--- src/hw/rtl/fma_pkg.sv ---
// Shared types, constants and mass table for the formula mass accumulator.
package fma_pkg;

  localparam int COUNT_BITS    = 20;
  localparam int FRACTION_BITS = 24;
  localparam int TOTAL_BITS    = 63;
  localparam int MASS_BITS     = FRACTION_BITS + 6;
  localparam int PROD_BITS     = MASS_BITS + COUNT_BITS;
  localparam int PROD_EXT_BITS = (PROD_BITS > TOTAL_BITS) ? PROD_BITS : TOTAL_BITS;
  localparam int SUM_BITS      = TOTAL_BITS + 2;
  localparam int CFG_IDX_BITS  = 1;
  localparam int CFG_DATA_BITS = 1;

  localparam logic [TOTAL_BITS-1:0] TOTAL_MAX = '1;
  localparam logic [COUNT_BITS-1:0] COUNT_MAX = '1;
  localparam logic [63:0]           DEC9      = 64'd1000000000;

  localparam logic [CFG_IDX_BITS-1:0] REG_MASS_KIND      = 1'd0;
  localparam logic [CFG_IDX_BITS-1:0] REG_HEAVY_NITROGEN = 1'd1;

  localparam logic [7:0] CH_H = 8'h48;
  localparam logic [7:0] CH_O = 8'h4F;
  localparam logic [7:0] CH_N = 8'h4E;
  localparam logic [7:0] CH_C = 8'h43;
  localparam logic [7:0] CH_S = 8'h53;
  localparam logic [7:0] CH_P = 8'h50;

  typedef enum logic [3:0] {
    PH_IDLE  = 4'b0001,
    PH_NAME  = 4'b0010,
    PH_COUNT = 4'b0100,
    PH_SKIP  = 4'b1000
  } phase_t;

  // Beat leaving the parser: up to two atoms to be weighed and summed.
  typedef struct packed {
    logic [MASS_BITS-1:0]  mass_a;
    logic [COUNT_BITS-1:0] count_a;
    logic [MASS_BITS-1:0]  mass_b;
    logic [COUNT_BITS-1:0] count_b;
    logic                  last;
    logic                  ovf;
  } commit_t;

  // Beat leaving the multiplier stage.
  typedef struct packed {
    logic [PROD_BITS-1:0] prod_a;
    logic [PROD_BITS-1:0] prod_b;
    logic                 last;
    logic                 ovf;
  } product_t;

  function automatic logic [63:0] to_fixed(input logic [63:0] ip, input logic [63:0] frac9);
    return (ip << FRACTION_BITS) + (((frac9 << FRACTION_BITS) + DEC9 / 2) / DEC9);
  endfunction

  localparam logic [MASS_BITS-1:0] M_H_MONO   = MASS_BITS'(to_fixed(64'd1, 64'd7825035));
  localparam logic [MASS_BITS-1:0] M_O_MONO   = MASS_BITS'(to_fixed(64'd15, 64'd994914630));
  localparam logic [MASS_BITS-1:0] M_N_MONO   = MASS_BITS'(to_fixed(64'd14, 64'd3074000));
  localparam logic [MASS_BITS-1:0] M_N15_MONO = MASS_BITS'(to_fixed(64'd15, 64'd74000));
  localparam logic [MASS_BITS-1:0] M_C_MONO   = MASS_BITS'(to_fixed(64'd12, 64'd0));
  localparam logic [MASS_BITS-1:0] M_S_MONO   = MASS_BITS'(to_fixed(64'd31, 64'd972070700));
  localparam logic [MASS_BITS-1:0] M_P_MONO   = MASS_BITS'(to_fixed(64'd30, 64'd973762000));
  localparam logic [MASS_BITS-1:0] M_H_AVG    = MASS_BITS'(to_fixed(64'd1, 64'd7940000));
  localparam logic [MASS_BITS-1:0] M_O_AVG    = MASS_BITS'(to_fixed(64'd15, 64'd999400000));
  localparam logic [MASS_BITS-1:0] M_N_AVG    = MASS_BITS'(to_fixed(64'd14, 64'd6700000));
  localparam logic [MASS_BITS-1:0] M_N15_AVG  = MASS_BITS'(to_fixed(64'd15, 64'd3740000));
  localparam logic [MASS_BITS-1:0] M_C_AVG    = MASS_BITS'(to_fixed(64'd12, 64'd10700000));
  localparam logic [MASS_BITS-1:0] M_S_AVG    = MASS_BITS'(to_fixed(64'd32, 64'd65000000));
  localparam logic [MASS_BITS-1:0] M_P_AVG    = MASS_BITS'(to_fixed(64'd30, 64'd973761000));

  function automatic logic is_lower(input logic [7:0] c);
    return (c >= 8'h61) && (c <= 8'h7A);
  endfunction

  function automatic logic is_upper(input logic [7:0] c);
    return (c >= 8'h41) && (c <= 8'h5A);
  endfunction

  function automatic logic is_digit(input logic [7:0] c);
    return (c >= 8'h30) && (c <= 8'h39);
  endfunction

  function automatic logic [MASS_BITS-1:0] mass_lookup(input logic [7:0] first,
                                                       input logic       is_long,
                                                       input logic       avg,
                                                       input logic       heavy);
    logic [MASS_BITS-1:0] m;
    case (first)
      CH_H:    m = avg ? M_H_AVG : M_H_MONO;
      CH_O:    m = avg ? M_O_AVG : M_O_MONO;
      CH_N:    m = heavy ? (avg ? M_N15_AVG : M_N15_MONO) : (avg ? M_N_AVG : M_N_MONO);
      CH_C:    m = avg ? M_C_AVG : M_C_MONO;
      CH_S:    m = avg ? M_S_AVG : M_S_MONO;
      CH_P:    m = avg ? M_P_AVG : M_P_MONO;
      default: m = '0;
    endcase
    return is_long ? '0 : m;
  endfunction

endpackage

--- src/hw/rtl/fma_parser.sv ---
// Character parser: tracks the pending atom token and issues atoms to be weighed.
module fma_parser
  import fma_pkg::*;
(
  input  logic            clk,
  input  logic            rst_n,
  input  logic            in_valid,
  output logic            in_ready,
  input  logic [7:0]      in_ch,
  input  logic            in_last,
  input  logic            mass_kind,
  input  logic            heavy_nitrogen,
  output logic            cmt_valid,
  input  logic            cmt_ready,
  output commit_t         cmt
);

  phase_t                phase_r, phase_nxt;
  logic [7:0]            first_r, first_nxt;
  logic                  long_r, long_nxt;
  logic [COUNT_BITS-1:0] count_r, count_nxt;
  logic                  seen_r, seen_nxt;
  logic                  cmt_valid_r, cmt_valid_nxt;
  commit_t               cmt_r, cmt_nxt;
  logic [COUNT_BITS+3:0] count_x10;
  logic                  accept;

  assign in_ready  = !cmt_valid_r || cmt_ready;
  assign accept    = in_valid && in_ready;
  assign cmt_valid = cmt_valid_r;
  assign cmt       = cmt_r;

  assign count_x10 = ({4'b0, count_r} << 3) + ({4'b0, count_r} << 1)
                   + {{COUNT_BITS{1'b0}}, in_ch[3:0]};

  always_comb begin
    phase_nxt = phase_r;
    first_nxt = first_r;
    long_nxt  = long_r;
    count_nxt = count_r;
    seen_nxt  = seen_r;
    cmt_nxt   = '0;
    cmt_nxt.last = in_last;
    case (phase_r)
      PH_IDLE: begin
        first_nxt = in_ch;
        long_nxt  = 1'b0;
        count_nxt = '0;
        seen_nxt  = 1'b0;
        phase_nxt = PH_NAME;
      end
      PH_NAME, PH_COUNT: begin
        if (phase_r == PH_NAME && is_lower(in_ch)) begin
          long_nxt = 1'b1;
        end else if (phase_r == PH_NAME && is_digit(in_ch)) begin
          seen_nxt  = 1'b1;
          count_nxt = COUNT_BITS'(in_ch[3:0]);
          phase_nxt = PH_COUNT;
        end else if (phase_r == PH_COUNT && is_digit(in_ch)) begin
          if (count_x10 > {4'b0, COUNT_MAX}) begin
            count_nxt   = COUNT_MAX;
            cmt_nxt.ovf = 1'b1;
          end else begin
            count_nxt = count_x10[COUNT_BITS-1:0];
          end
        end else begin
          cmt_nxt.mass_a  = mass_lookup(first_r, long_r, mass_kind, heavy_nitrogen);
          cmt_nxt.count_a = seen_r ? count_r : COUNT_BITS'(1);
          if (is_upper(in_ch) || is_lower(in_ch)) begin
            first_nxt = in_ch;
            long_nxt  = 1'b0;
            count_nxt = '0;
            seen_nxt  = 1'b0;
            phase_nxt = PH_NAME;
          end else begin
            phase_nxt = PH_SKIP;
          end
        end
      end
      PH_SKIP: begin
        if (is_upper(in_ch) || is_lower(in_ch)) begin
          first_nxt = in_ch;
          long_nxt  = 1'b0;
          count_nxt = '0;
          seen_nxt  = 1'b0;
          phase_nxt = PH_NAME;
        end
      end
      default: begin
        phase_nxt = PH_IDLE;
      end
    endcase
    if (in_last) begin
      if (phase_nxt == PH_NAME || phase_nxt == PH_COUNT) begin
        cmt_nxt.mass_b  = mass_lookup(first_nxt, long_nxt, mass_kind, heavy_nitrogen);
        cmt_nxt.count_b = seen_nxt ? count_nxt : COUNT_BITS'(1);
      end
      phase_nxt = PH_IDLE;
      first_nxt = '0;
      long_nxt  = 1'b0;
      count_nxt = '0;
      seen_nxt  = 1'b0;
    end
  end

  always_comb begin
    cmt_valid_nxt = cmt_valid_r;
    if (accept) begin
      cmt_valid_nxt = 1'b1;
    end else if (cmt_ready) begin
      cmt_valid_nxt = 1'b0;
    end
  end

  always_ff @(posedge clk) begin
    if (!rst_n) begin
      phase_r     <= PH_IDLE;
      first_r     <= '0;
      long_r      <= 1'b0;
      count_r     <= '0;
      seen_r      <= 1'b0;
      cmt_valid_r <= 1'b0;
    end else begin
      cmt_valid_r <= cmt_valid_nxt;
      if (accept) begin
        phase_r <= phase_nxt;
        first_r <= first_nxt;
        long_r  <= long_nxt;
        count_r <= count_nxt;
        seen_r  <= seen_nxt;
      end
    end
  end

  always_ff @(posedge clk) begin
    if (accept) begin
      cmt_r <= cmt_nxt;
    end
  end

endmodule

--- src/hw/rtl/fma_mult.sv ---
// Multiplier stage: weighs each issued atom by its count.
module fma_mult
  import fma_pkg::*;
(
  input  logic     clk,
  input  logic     rst_n,
  input  logic     cmt_valid,
  output logic     cmt_ready,
  input  commit_t  cmt,
  output logic     prd_valid,
  input  logic     prd_ready,
  output product_t prd
);

  logic     prd_valid_r, prd_valid_nxt;
  product_t prd_r, prd_nxt;
  logic     accept;

  assign cmt_ready = !prd_valid_r || prd_ready;
  assign accept    = cmt_valid && cmt_ready;
  assign prd_valid = prd_valid_r;
  assign prd       = prd_r;

  always_comb begin
    prd_nxt.prod_a = PROD_BITS'(cmt.mass_a) * PROD_BITS'(cmt.count_a);
    prd_nxt.prod_b = PROD_BITS'(cmt.mass_b) * PROD_BITS'(cmt.count_b);
    prd_nxt.last   = cmt.last;
    prd_nxt.ovf    = cmt.ovf;
    prd_valid_nxt  = prd_valid_r;
    if (accept) begin
      prd_valid_nxt = 1'b1;
    end else if (prd_ready) begin
      prd_valid_nxt = 1'b0;
    end
  end

  always_ff @(posedge clk) begin
    if (!rst_n) begin
      prd_valid_r <= 1'b0;
    end else begin
      prd_valid_r <= prd_valid_nxt;
    end
  end

  always_ff @(posedge clk) begin
    if (accept) begin
      prd_r <= prd_nxt;
    end
  end

endmodule

--- src/hw/rtl/fma_accum.sv ---
// Saturating accumulator and result register.
module fma_accum
  import fma_pkg::*;
(
  input  logic                  clk,
  input  logic                  rst_n,
  input  logic                  prd_valid,
  output logic                  prd_ready,
  input  product_t              prd,
  output logic                  out_valid,
  input  logic                  out_ready,
  output logic [TOTAL_BITS-1:0] out_total_mass,
  output logic                  out_overflow
);

  logic [TOTAL_BITS-1:0]    total_r, total_nxt;
  logic                     sticky_r, sticky_nxt;
  logic                     out_valid_r, out_valid_nxt;
  logic [TOTAL_BITS-1:0]    out_total_mass_r;
  logic                     out_overflow_r;
  logic [PROD_EXT_BITS-1:0] pa_ext, pb_ext;
  logic                     pa_big, pb_big;
  logic [TOTAL_BITS-1:0]    pa_c, pb_c;
  logic [SUM_BITS-1:0]      sum;
  logic                     sum_big;
  logic                     accept;

  assign prd_ready      = !prd.last || !out_valid_r || out_ready;
  assign accept         = prd_valid && prd_ready;
  assign out_valid      = out_valid_r;
  assign out_total_mass = out_total_mass_r;
  assign out_overflow   = out_overflow_r;

  always_comb begin
    pa_ext  = PROD_EXT_BITS'(prd.prod_a);
    pb_ext  = PROD_EXT_BITS'(prd.prod_b);
    pa_big  = pa_ext > PROD_EXT_BITS'(TOTAL_MAX);
    pb_big  = pb_ext > PROD_EXT_BITS'(TOTAL_MAX);
    pa_c    = pa_big ? TOTAL_MAX : pa_ext[TOTAL_BITS-1:0];
    pb_c    = pb_big ? TOTAL_MAX : pb_ext[TOTAL_BITS-1:0];
    sum     = SUM_BITS'(total_r) + SUM_BITS'(pa_c) + SUM_BITS'(pb_c);
    sum_big = sum > SUM_BITS'(TOTAL_MAX);
    total_nxt  = sum_big ? TOTAL_MAX : sum[TOTAL_BITS-1:0];
    sticky_nxt = sticky_r | prd.ovf | pa_big | pb_big | sum_big;
    out_valid_nxt = out_valid_r;
    if (accept && prd.last) begin
      out_valid_nxt = 1'b1;
    end else if (out_ready) begin
      out_valid_nxt = 1'b0;
    end
  end

  always_ff @(posedge clk) begin
    if (!rst_n) begin
      total_r     <= '0;
      sticky_r    <= 1'b0;
      out_valid_r <= 1'b0;
    end else begin
      out_valid_r <= out_valid_nxt;
      if (accept) begin
        if (prd.last) begin
          total_r  <= '0;
          sticky_r <= 1'b0;
        end else begin
          total_r  <= total_nxt;
          sticky_r <= sticky_nxt;
        end
      end
    end
  end

  always_ff @(posedge clk) begin
    if (accept && prd.last) begin
      out_total_mass_r <= total_nxt;
      out_overflow_r   <= sticky_nxt;
    end
  end

endmodule

--- src/hw/rtl/formula_mass_accumulator_unit.sv ---
// Top level of the formula mass accumulator: configuration registers and the three stages.
// The block takes one formula character per clock cycle and never stalls the input while the
// result side is taking its beats; its three stages (parser, multiplier, accumulator) each hold
// one beat. The result of a formula passes from the parser register through the multiplier
// register into the output register after its last character is accepted and stays there until
// taken. The input is held back only when the result register still holds an untaken total and
// a further last character has reached the accumulator. Configuration writes take effect at the
// next clock edge and must only be made while no formula is in flight.
module formula_mass_accumulator_unit
  import fma_pkg::*;
(
  input  logic                     clk,
  input  logic                     rst_n,
  input  logic                     cfg_we,
  input  logic [CFG_IDX_BITS-1:0]  cfg_index,
  input  logic [CFG_DATA_BITS-1:0] cfg_wdata,
  input  logic                     in_valid,
  output logic                     in_ready,
  input  logic [7:0]               in_ch,
  input  logic                     in_last,
  output logic                     out_valid,
  input  logic                     out_ready,
  output logic [TOTAL_BITS-1:0]    out_total_mass,
  output logic                     out_overflow
);

  logic     mass_kind_r;
  logic     heavy_nitrogen_r;
  logic     cmt_valid, cmt_ready;
  commit_t  cmt;
  logic     prd_valid, prd_ready;
  product_t prd;

  always_ff @(posedge clk) begin
    if (!rst_n) begin
      mass_kind_r      <= 1'b0;
      heavy_nitrogen_r <= 1'b0;
    end else if (cfg_we) begin
      case (cfg_index)
        REG_MASS_KIND:      mass_kind_r      <= cfg_wdata[0];
        REG_HEAVY_NITROGEN: heavy_nitrogen_r <= cfg_wdata[0];
        default: ;
      endcase
    end
  end

  fma_parser u_parser (
    .clk            (clk),
    .rst_n          (rst_n),
    .in_valid       (in_valid),
    .in_ready       (in_ready),
    .in_ch          (in_ch),
    .in_last        (in_last),
    .mass_kind      (mass_kind_r),
    .heavy_nitrogen (heavy_nitrogen_r),
    .cmt_valid      (cmt_valid),
    .cmt_ready      (cmt_ready),
    .cmt            (cmt)
  );

  fma_mult u_mult (
    .clk       (clk),
    .rst_n     (rst_n),
    .cmt_valid (cmt_valid),
    .cmt_ready (cmt_ready),
    .cmt       (cmt),
    .prd_valid (prd_valid),
    .prd_ready (prd_ready),
    .prd       (prd)
  );

  fma_accum u_accum (
    .clk            (clk),
    .rst_n          (rst_n),
    .prd_valid      (prd_valid),
    .prd_ready      (prd_ready),
    .prd            (prd),
    .out_valid      (out_valid),
    .out_ready      (out_ready),
    .out_total_mass (out_total_mass),
    .out_overflow   (out_overflow)
  );

endmodule

--- config.mk ---
export PLATFORM = sky130hd
export DESIGN_NAME = formula_mass_accumulator_unit
export DESIGN_NICKNAME = d
export VERILOG_FILES = /design/src/hw/rtl/fma_pkg.sv /design/src/hw/rtl/fma_parser.sv /design/src/hw/rtl/fma_mult.sv /design/src/hw/rtl/fma_accum.sv /design/src/hw/rtl/formula_mass_accumulator_unit.sv
export SDC_FILE = /design/constraint.sdc
export NUM_CORES = 2
export LEC_CHECK = 0
export BUFFER_PORTS_ARGS = -buffer_cell sky130_fd_sc_hd__buf_2
export CORE_ASPECT_RATIO = 1.2
export CORE_MARGIN = 2
export CORE_UTILIZATION = 55
export CTS_CLUSTER_SIZE = 12
export DETAILED_ROUTE_END_ITERATION = 10
export GPL_TIMING_DRIVEN = 0
export PLACE_DENSITY = 0.74
export REMOVE_ABC_BUFFERS = 1
export SLEW_MARGIN = 0
export SYNTH_ARGS = -nofsm -noshare
export SYNTH_HDL_FRONTEND = slang
export SYNTH_SLANG_ARGS = --single-unit
--- constraint.sdc ---
create_clock -name clk -period 8.2 [get_ports clk]
set_clock_uncertainty 0.15 [all_clocks]
set_input_delay 0.41 -clock clk [delete_from_list [all_inputs] [get_ports clk]]
set_output_delay 0.41 -clock clk [all_outputs]
set_load 0.02 [all_outputs]
* After elaboration in Yosys (flattened, before gate mapping)
Index checks and enable logic that the tools add are counted.
** Cells by class
- Bitwise logic cells :: 8
- Eq/ne operators :: 18
- Order comparisons :: 8
- Reductions and logical operators :: 33
- Multipliers :: 2
- Multiplexer cells :: 54
- Add/subtract/negate cells :: 4
** Operators by type and width (count)
- 30-bit case mux with 6 select lines :: 2
- 63-bit two-way mux :: 2
- 20-bit two-way mux :: 6
- 30-bit by 20-bit multiplier with 50-bit output :: 2
- 8-bit by 7-bit equality test with 1-bit output, second input constant :: 12
- 65-bit by 50-bit adder with 65-bit output :: 1
- 65-bit by 63-bit greater-than comparator with 1-bit output, second input constant :: 1
- 63-bit by 50-bit adder with 64-bit output :: 1
- 30-bit two-way mux :: 2
- 20-bit case mux with 3 select lines :: 1
- 8-bit two-way mux :: 5
- 17-bit two-way mux :: 2
- 23-bit by 21-bit adder with 24-bit output :: 1
- 24-bit by 4-bit adder with 24-bit output :: 1
- 24-bit by 20-bit greater-than comparator with 1-bit output, second input constant :: 1
- 4-bit two-way mux :: 6
- 8-bit case mux with 3 select lines :: 1
- 1-bit two-way mux :: 20
- 18-bit two-way mux :: 1
- 8-bit by 7-bit >= comparator with 1-bit output, second input constant :: 2
- 8-bit by 7-bit less-or-equal comparator with 1-bit output, second input constant :: 2
- 16-bit two-way mux :: 1
- 12-bit two-way mux :: 1
- 4-bit case mux with 3 select lines :: 1
- 20 further kinds :: 52
** Word-level totals
- Word-level logic and storage cells :: 153
- Output and inout bits :: 66
- Input bits :: 16
- Register bits after elaboration :: 371

* Logic depth before layout (Yosys ltp)
- Depth in word-level cells :: 12
- Gate-level depth with buffers :: 30
- Depth with buffers taken out :: 28

* Cells and area by module
Synthesis repeated with hierarchy kept, for this count alone.
** Second synthesis, totals
- Cell total of the unflattened synthesis :: 6335
- Area total of the unflattened synthesis :: 58952.8 µm²
** By module, submodules not included
- fma_mult :: times used 1, cells each 4584, area each 41939.0 µm², sequential area each 3083.0 µm²
- fma_accum :: times used 1, cells each 960, area each 9195.1 µm², sequential area each 3223.1 µm²
- fma_parser :: times used 1, cells each 782, area each 7727.4 µm², sequential area each 3523.4 µm²
- formula_mass_accumulator_unit :: times used 1, cells each 9, area each 91.3 µm², sequential area each 40.0 µm²

* Least setup slack after synthesis
No wires, ideal clock.
- Kind :: reg2reg
- From :: reg u_parser.cmt_r (netlist bit u_parser.cmt[60])
- To :: reg u_mult.prd_r (netlist bit u_mult.prd[100]), data pin
- Clock period less this slack :: 7.742 ns
- Path slack :: 0.458 ns
- Setup time :: 0.265 ns
- Data arrival time :: 7.326 ns
- Path buffers :: 2
- Required time :: 7.785 ns
- Stages on the path, launching flop included :: 29
- Path through :: edfxtp_1 -> clkbuf_1 -> clkbuf_1 -> nand2_1 -> fa_1 -> inv_1 -> fa_1 -> inv_1 -> fa_1 -> inv_1 -> fa_1 -> inv_1 -> fa_1 -> inv_1 -> fa_1 -> fa_1 -> ha_1 -> a21o_1 -> a21oi_1 -> o21ai_0 -> and3b_1 -> a21oi_1 -> a211oi_1 -> or3_1 -> o311a_1 -> nor3_1 -> a311oi_1 -> o21ai_0 -> xor2_1
** RTL lines
- from (decl) :: line fma_parser.sv:24 : commit_t cmt_r, cmt_nxt;
- from (signal assigned) :: line fma_parser.sv:137 : cmt_r <= cmt_nxt;
- to (signal assigned) :: line fma_mult.sv:47 : prd_r <= prd_nxt;
- to (decl) :: line fma_mult.sv:16 : product_t prd_r, prd_nxt;

==> results.yml <==
timing:
  period_needed_ps: 8121
  setup_viol: 0
  holdWs_ps: 32.69
  slew_headroom_pct: 13.83
  slew_violations: 0
  worstMarginPinSlew_ps: 1276
  timing.final.ws_setup_ps: 78.81
  fmax_mhz: 123.1
  fin_crit_sh_pct: 99.04
  timing.final.hold_violations: 0
final_layout:
  nets: 8036
  layout-drive-gt1-share_pct: 6.516
  final_util_pct: 60.59
  area_delta_synth_final_pct: 9.194
  final_common_cell: "inv_1"
  final_cell_mix: "1219 x inv_1, 1004 x fa_1, 923 x nand2_1, 467 x ha_1, 432 x and2_1"
  final_cells: 7981
  fill_cells: 8709
  final_cell_area_um2: 64450
pwr:
  p_leak_uw: 0.03101
  peakVddDrop_v: 0.0002579
  power_density_nw_per_um2: 267.0
route:
  dr.pass1.iters: 9
  wl_per_cell_um: 22.18
  drt-vias-per-instance: 5.862
  ant_nets: 0
  num_vias: 46783
  drtIter0Drc: 3859
  drcViolationCount: 2
  wl_mm: 177.1
floorplan:
  start_util_pct: 55.48
  io_pins: 82
  die_area_um2: 110000
  core_area_um2: 106400
  dieWidth_um: 303.0
  rows: 131
  die_y_um: 362.9
synth:
  synth_top_area_share_pct: 34.05
  synthTopCellsByArea: "fa_1 34%, edfxtp_1 13%, ha_1 9.9%, inv_1 7.8%, nand2_1 5.9%"
  syn-instance-count: 6494
  ys_types: 89
  syn_area_per_cell_um2: 9.089
  async_reset_ff_share_pct: 0
  yosys_most_used_dff: "edfxtp_1"
  ys_seq_area_share_pct: 16.72
  synth_edf_count: 260
  synthesis.area_um2: 59020
  yosys_warnings: 0
  synth_top_cell_by_area: "fa_1"
  ys_ff_latch: 363
critical_path:
  worst-path-buf-inv: 3
  crit_path_end_kind: "register"
  crit_path_max_incr_delay_ps: 800
  cp-start-kind: "register"
  crit_path_frequent_cell: "fa_1"
  worstPathArrival_ps: 8420
  required_ps: 8500
  crit_type: "reg -> reg"
  cp_cell_sequence: "nand2_1 -> fa_1 -> inv_1 -> fa_1 -> inv_1 -> fa_1 -> fa_1 -> fa_1 -> inv_1 -> fa_1 -> fa_1 -> ha_1 -> and3_1 -> nand2_1 -> a21oi_1 -> o32ai_1 -> a21oi_4 -> a211oi_1 -> or3_1 -> o311a_1 -> nor3_4 -> a311oi_2 -> a21oi_2 -> xor2_1"
  cp_max_fo: 11
  slowest_stage: "edfxtp_1"
  cpLargestDelayFamily: "adder cells"
clock_network:
  h-tree-depth: 2
  cts.sinks: 363
  path_clk_slew_ps: 60
  cts_buffers: 44
  cts_max_path_buffers: 3
  cts_tree: "done"
  cts-root-buf: "clkbuf_16"
  insertion_delay_ps: 640
status:
  violations: "design-rule violations"
  outcome: "complete, but fails checks"
min_path:
  hold_path.class: "in -> reg"
place:
  hpwl_mm: 124.4
  portBuffers: 81
  place_area_um2: 60300
  gp_congestion: 0.9570
  place_inst: 7680
  dp_slack_ps: -925.1
global_routing:
  grt_pass1_wl_mm: 273.7
  grt_max_degree: 59
  antenna_found_initial: 5
  grt_pass1_vias: 48937
  track_usage_pct: 32.60
  grt_remaining_overflow: 0
flow_run:
  timing.max_cap.violations: 0
## worst register-to-register path: cells and delay by family (launching register included)
family                     cells  cell delay [ps]
and+or+nand+nor                5             1270
AOI/OAI and AO/OA              7             1360
buffers and inverters          3              210
xor gates and xnor gates       1              230
adders and majority gates      8             3940
DFF                            1              800
## worst paths after layout
check / from / endpoint / slack (ps) / cells past startpoint
setup / recovery: u_parser.cmt[77] / u_mult.prd[98] / 80 / 24
hold / removal: in_ch[0] / u_parser.first_r[0] / 30 / 3
setup reg to reg: u_parser.cmt[77] / u_mult.prd[98] / 80 / 24
hold reg to reg: u_accum.total_r[35] / u_accum.total_r[35] / 330 / 2
## repair_timing
| action | 4_1_cts | 5_1_grt |
|---|---|---|
| endpoints found under the setup margin | 22 | 15 |
| pin swaps | 0 | 2 |
| gates resized for setup | 2 | 16 |
| buffers inserted | 180 | 27 |
| hold buffers | 11 | 0 |
| endpoints found under the hold margin | 8 | 0 |
## report_power, final
part / leakage, uW / switching [uW] / internal (uW)
sequential: 0.00333 / 269 / 2760
clock: 0.000738 / 861 / 1230
combinational: 0.0270 / 7440 / 4640
total: 0.0310 / 8570 / 8640
## stage by stage
step / TNS [ps] / power [uW]
3_5_place_dp: -9839 / 14670
6_report: 0 / 17210
3_3_place_gp: -64830 / 14500
5_1_grt: -365.8 / 18590
2_1_floorplan: 0 / 11280
4_1_cts: 0 / 16960
## Yosys cell counts, types with 30 or more instances
library cell / n
dfxtp_1: 103
o21a_1: 45
a31oi_1: 51
and2_1: 432
ha_1: 468
nor2b_1: 34
nor2_1: 214
and3_1: 32
xnor2_1: 126
nand2b_1: 36
o21bai_1: 37
edfxtp_1: 260
a21oi_1: 300
nand4_1: 60
o21ai_1: 56
clkbuf_1: 288
inv_1: 1220
nand3_1: 48
a211oi_1: 30
fa_1: 1004
nand2_1: 924
xor2_1: 84
o21ai_0: 161
a21o_1: 136
nor3_1: 48
## state kept, by name (all words and copies together) (netlist names)
register,cells
mass_kind_r,1
u_accum.out_overflow,1
heavy_nitrogen_r,1
u_parser.cmt,94
u_parser.cmt_valid,1
u_mult.prd,102
u_parser.count_r,20
u_parser.phase_r,4
u_parser.seen_r,1
u_accum.total_r,63
u_parser.long_r,1
u_accum.out_valid,1
u_parser.first_r,8
u_accum.sticky_r,1
u_mult.prd_valid,1
u_accum.out_total_mass,63
## kinds of logic after synthesis
family | Yosys count | synth area share [%]
mux | 12 | 0.2056
simple gates | 1911 | 15.40
compound gates | 999 | 10.79
buf+inv | 1527 | 9.794
flops | 363 | 16.72
fa+ha+maj | 1472 | 43.98
xor+xnor | 210 | 3.116
## per-layer routing
layer	vias up	part of all wire, %	track usage, %
met5	-	0.025	0
met4	6	7.6	19.33
met3	679	9.9	7.065
met2	2338	46	53.20
met1	23106	36	39.57
li1	20654	-	-
## layout make-up
type / count / area, um2 / share of cell area [%]
Multi-Input combinational cell: 4604 / 43490 / 67.48
Sequential cell: 363 / 9869 / 15.31
Inverter: 1221 / 4586 / 7.115
Timing Repair Buffer: 314 / 3231 / 5.013
Tap cell: 1396 / 1747 / 2.710
Clock buffer: 60 / 1242 / 1.928
Clock inverter: 22 / 284.0 / 0.4407
Antenna cell: 1 / 2.502 / 0.003883
No activity file was read; power rests on OpenSTA's default activity.
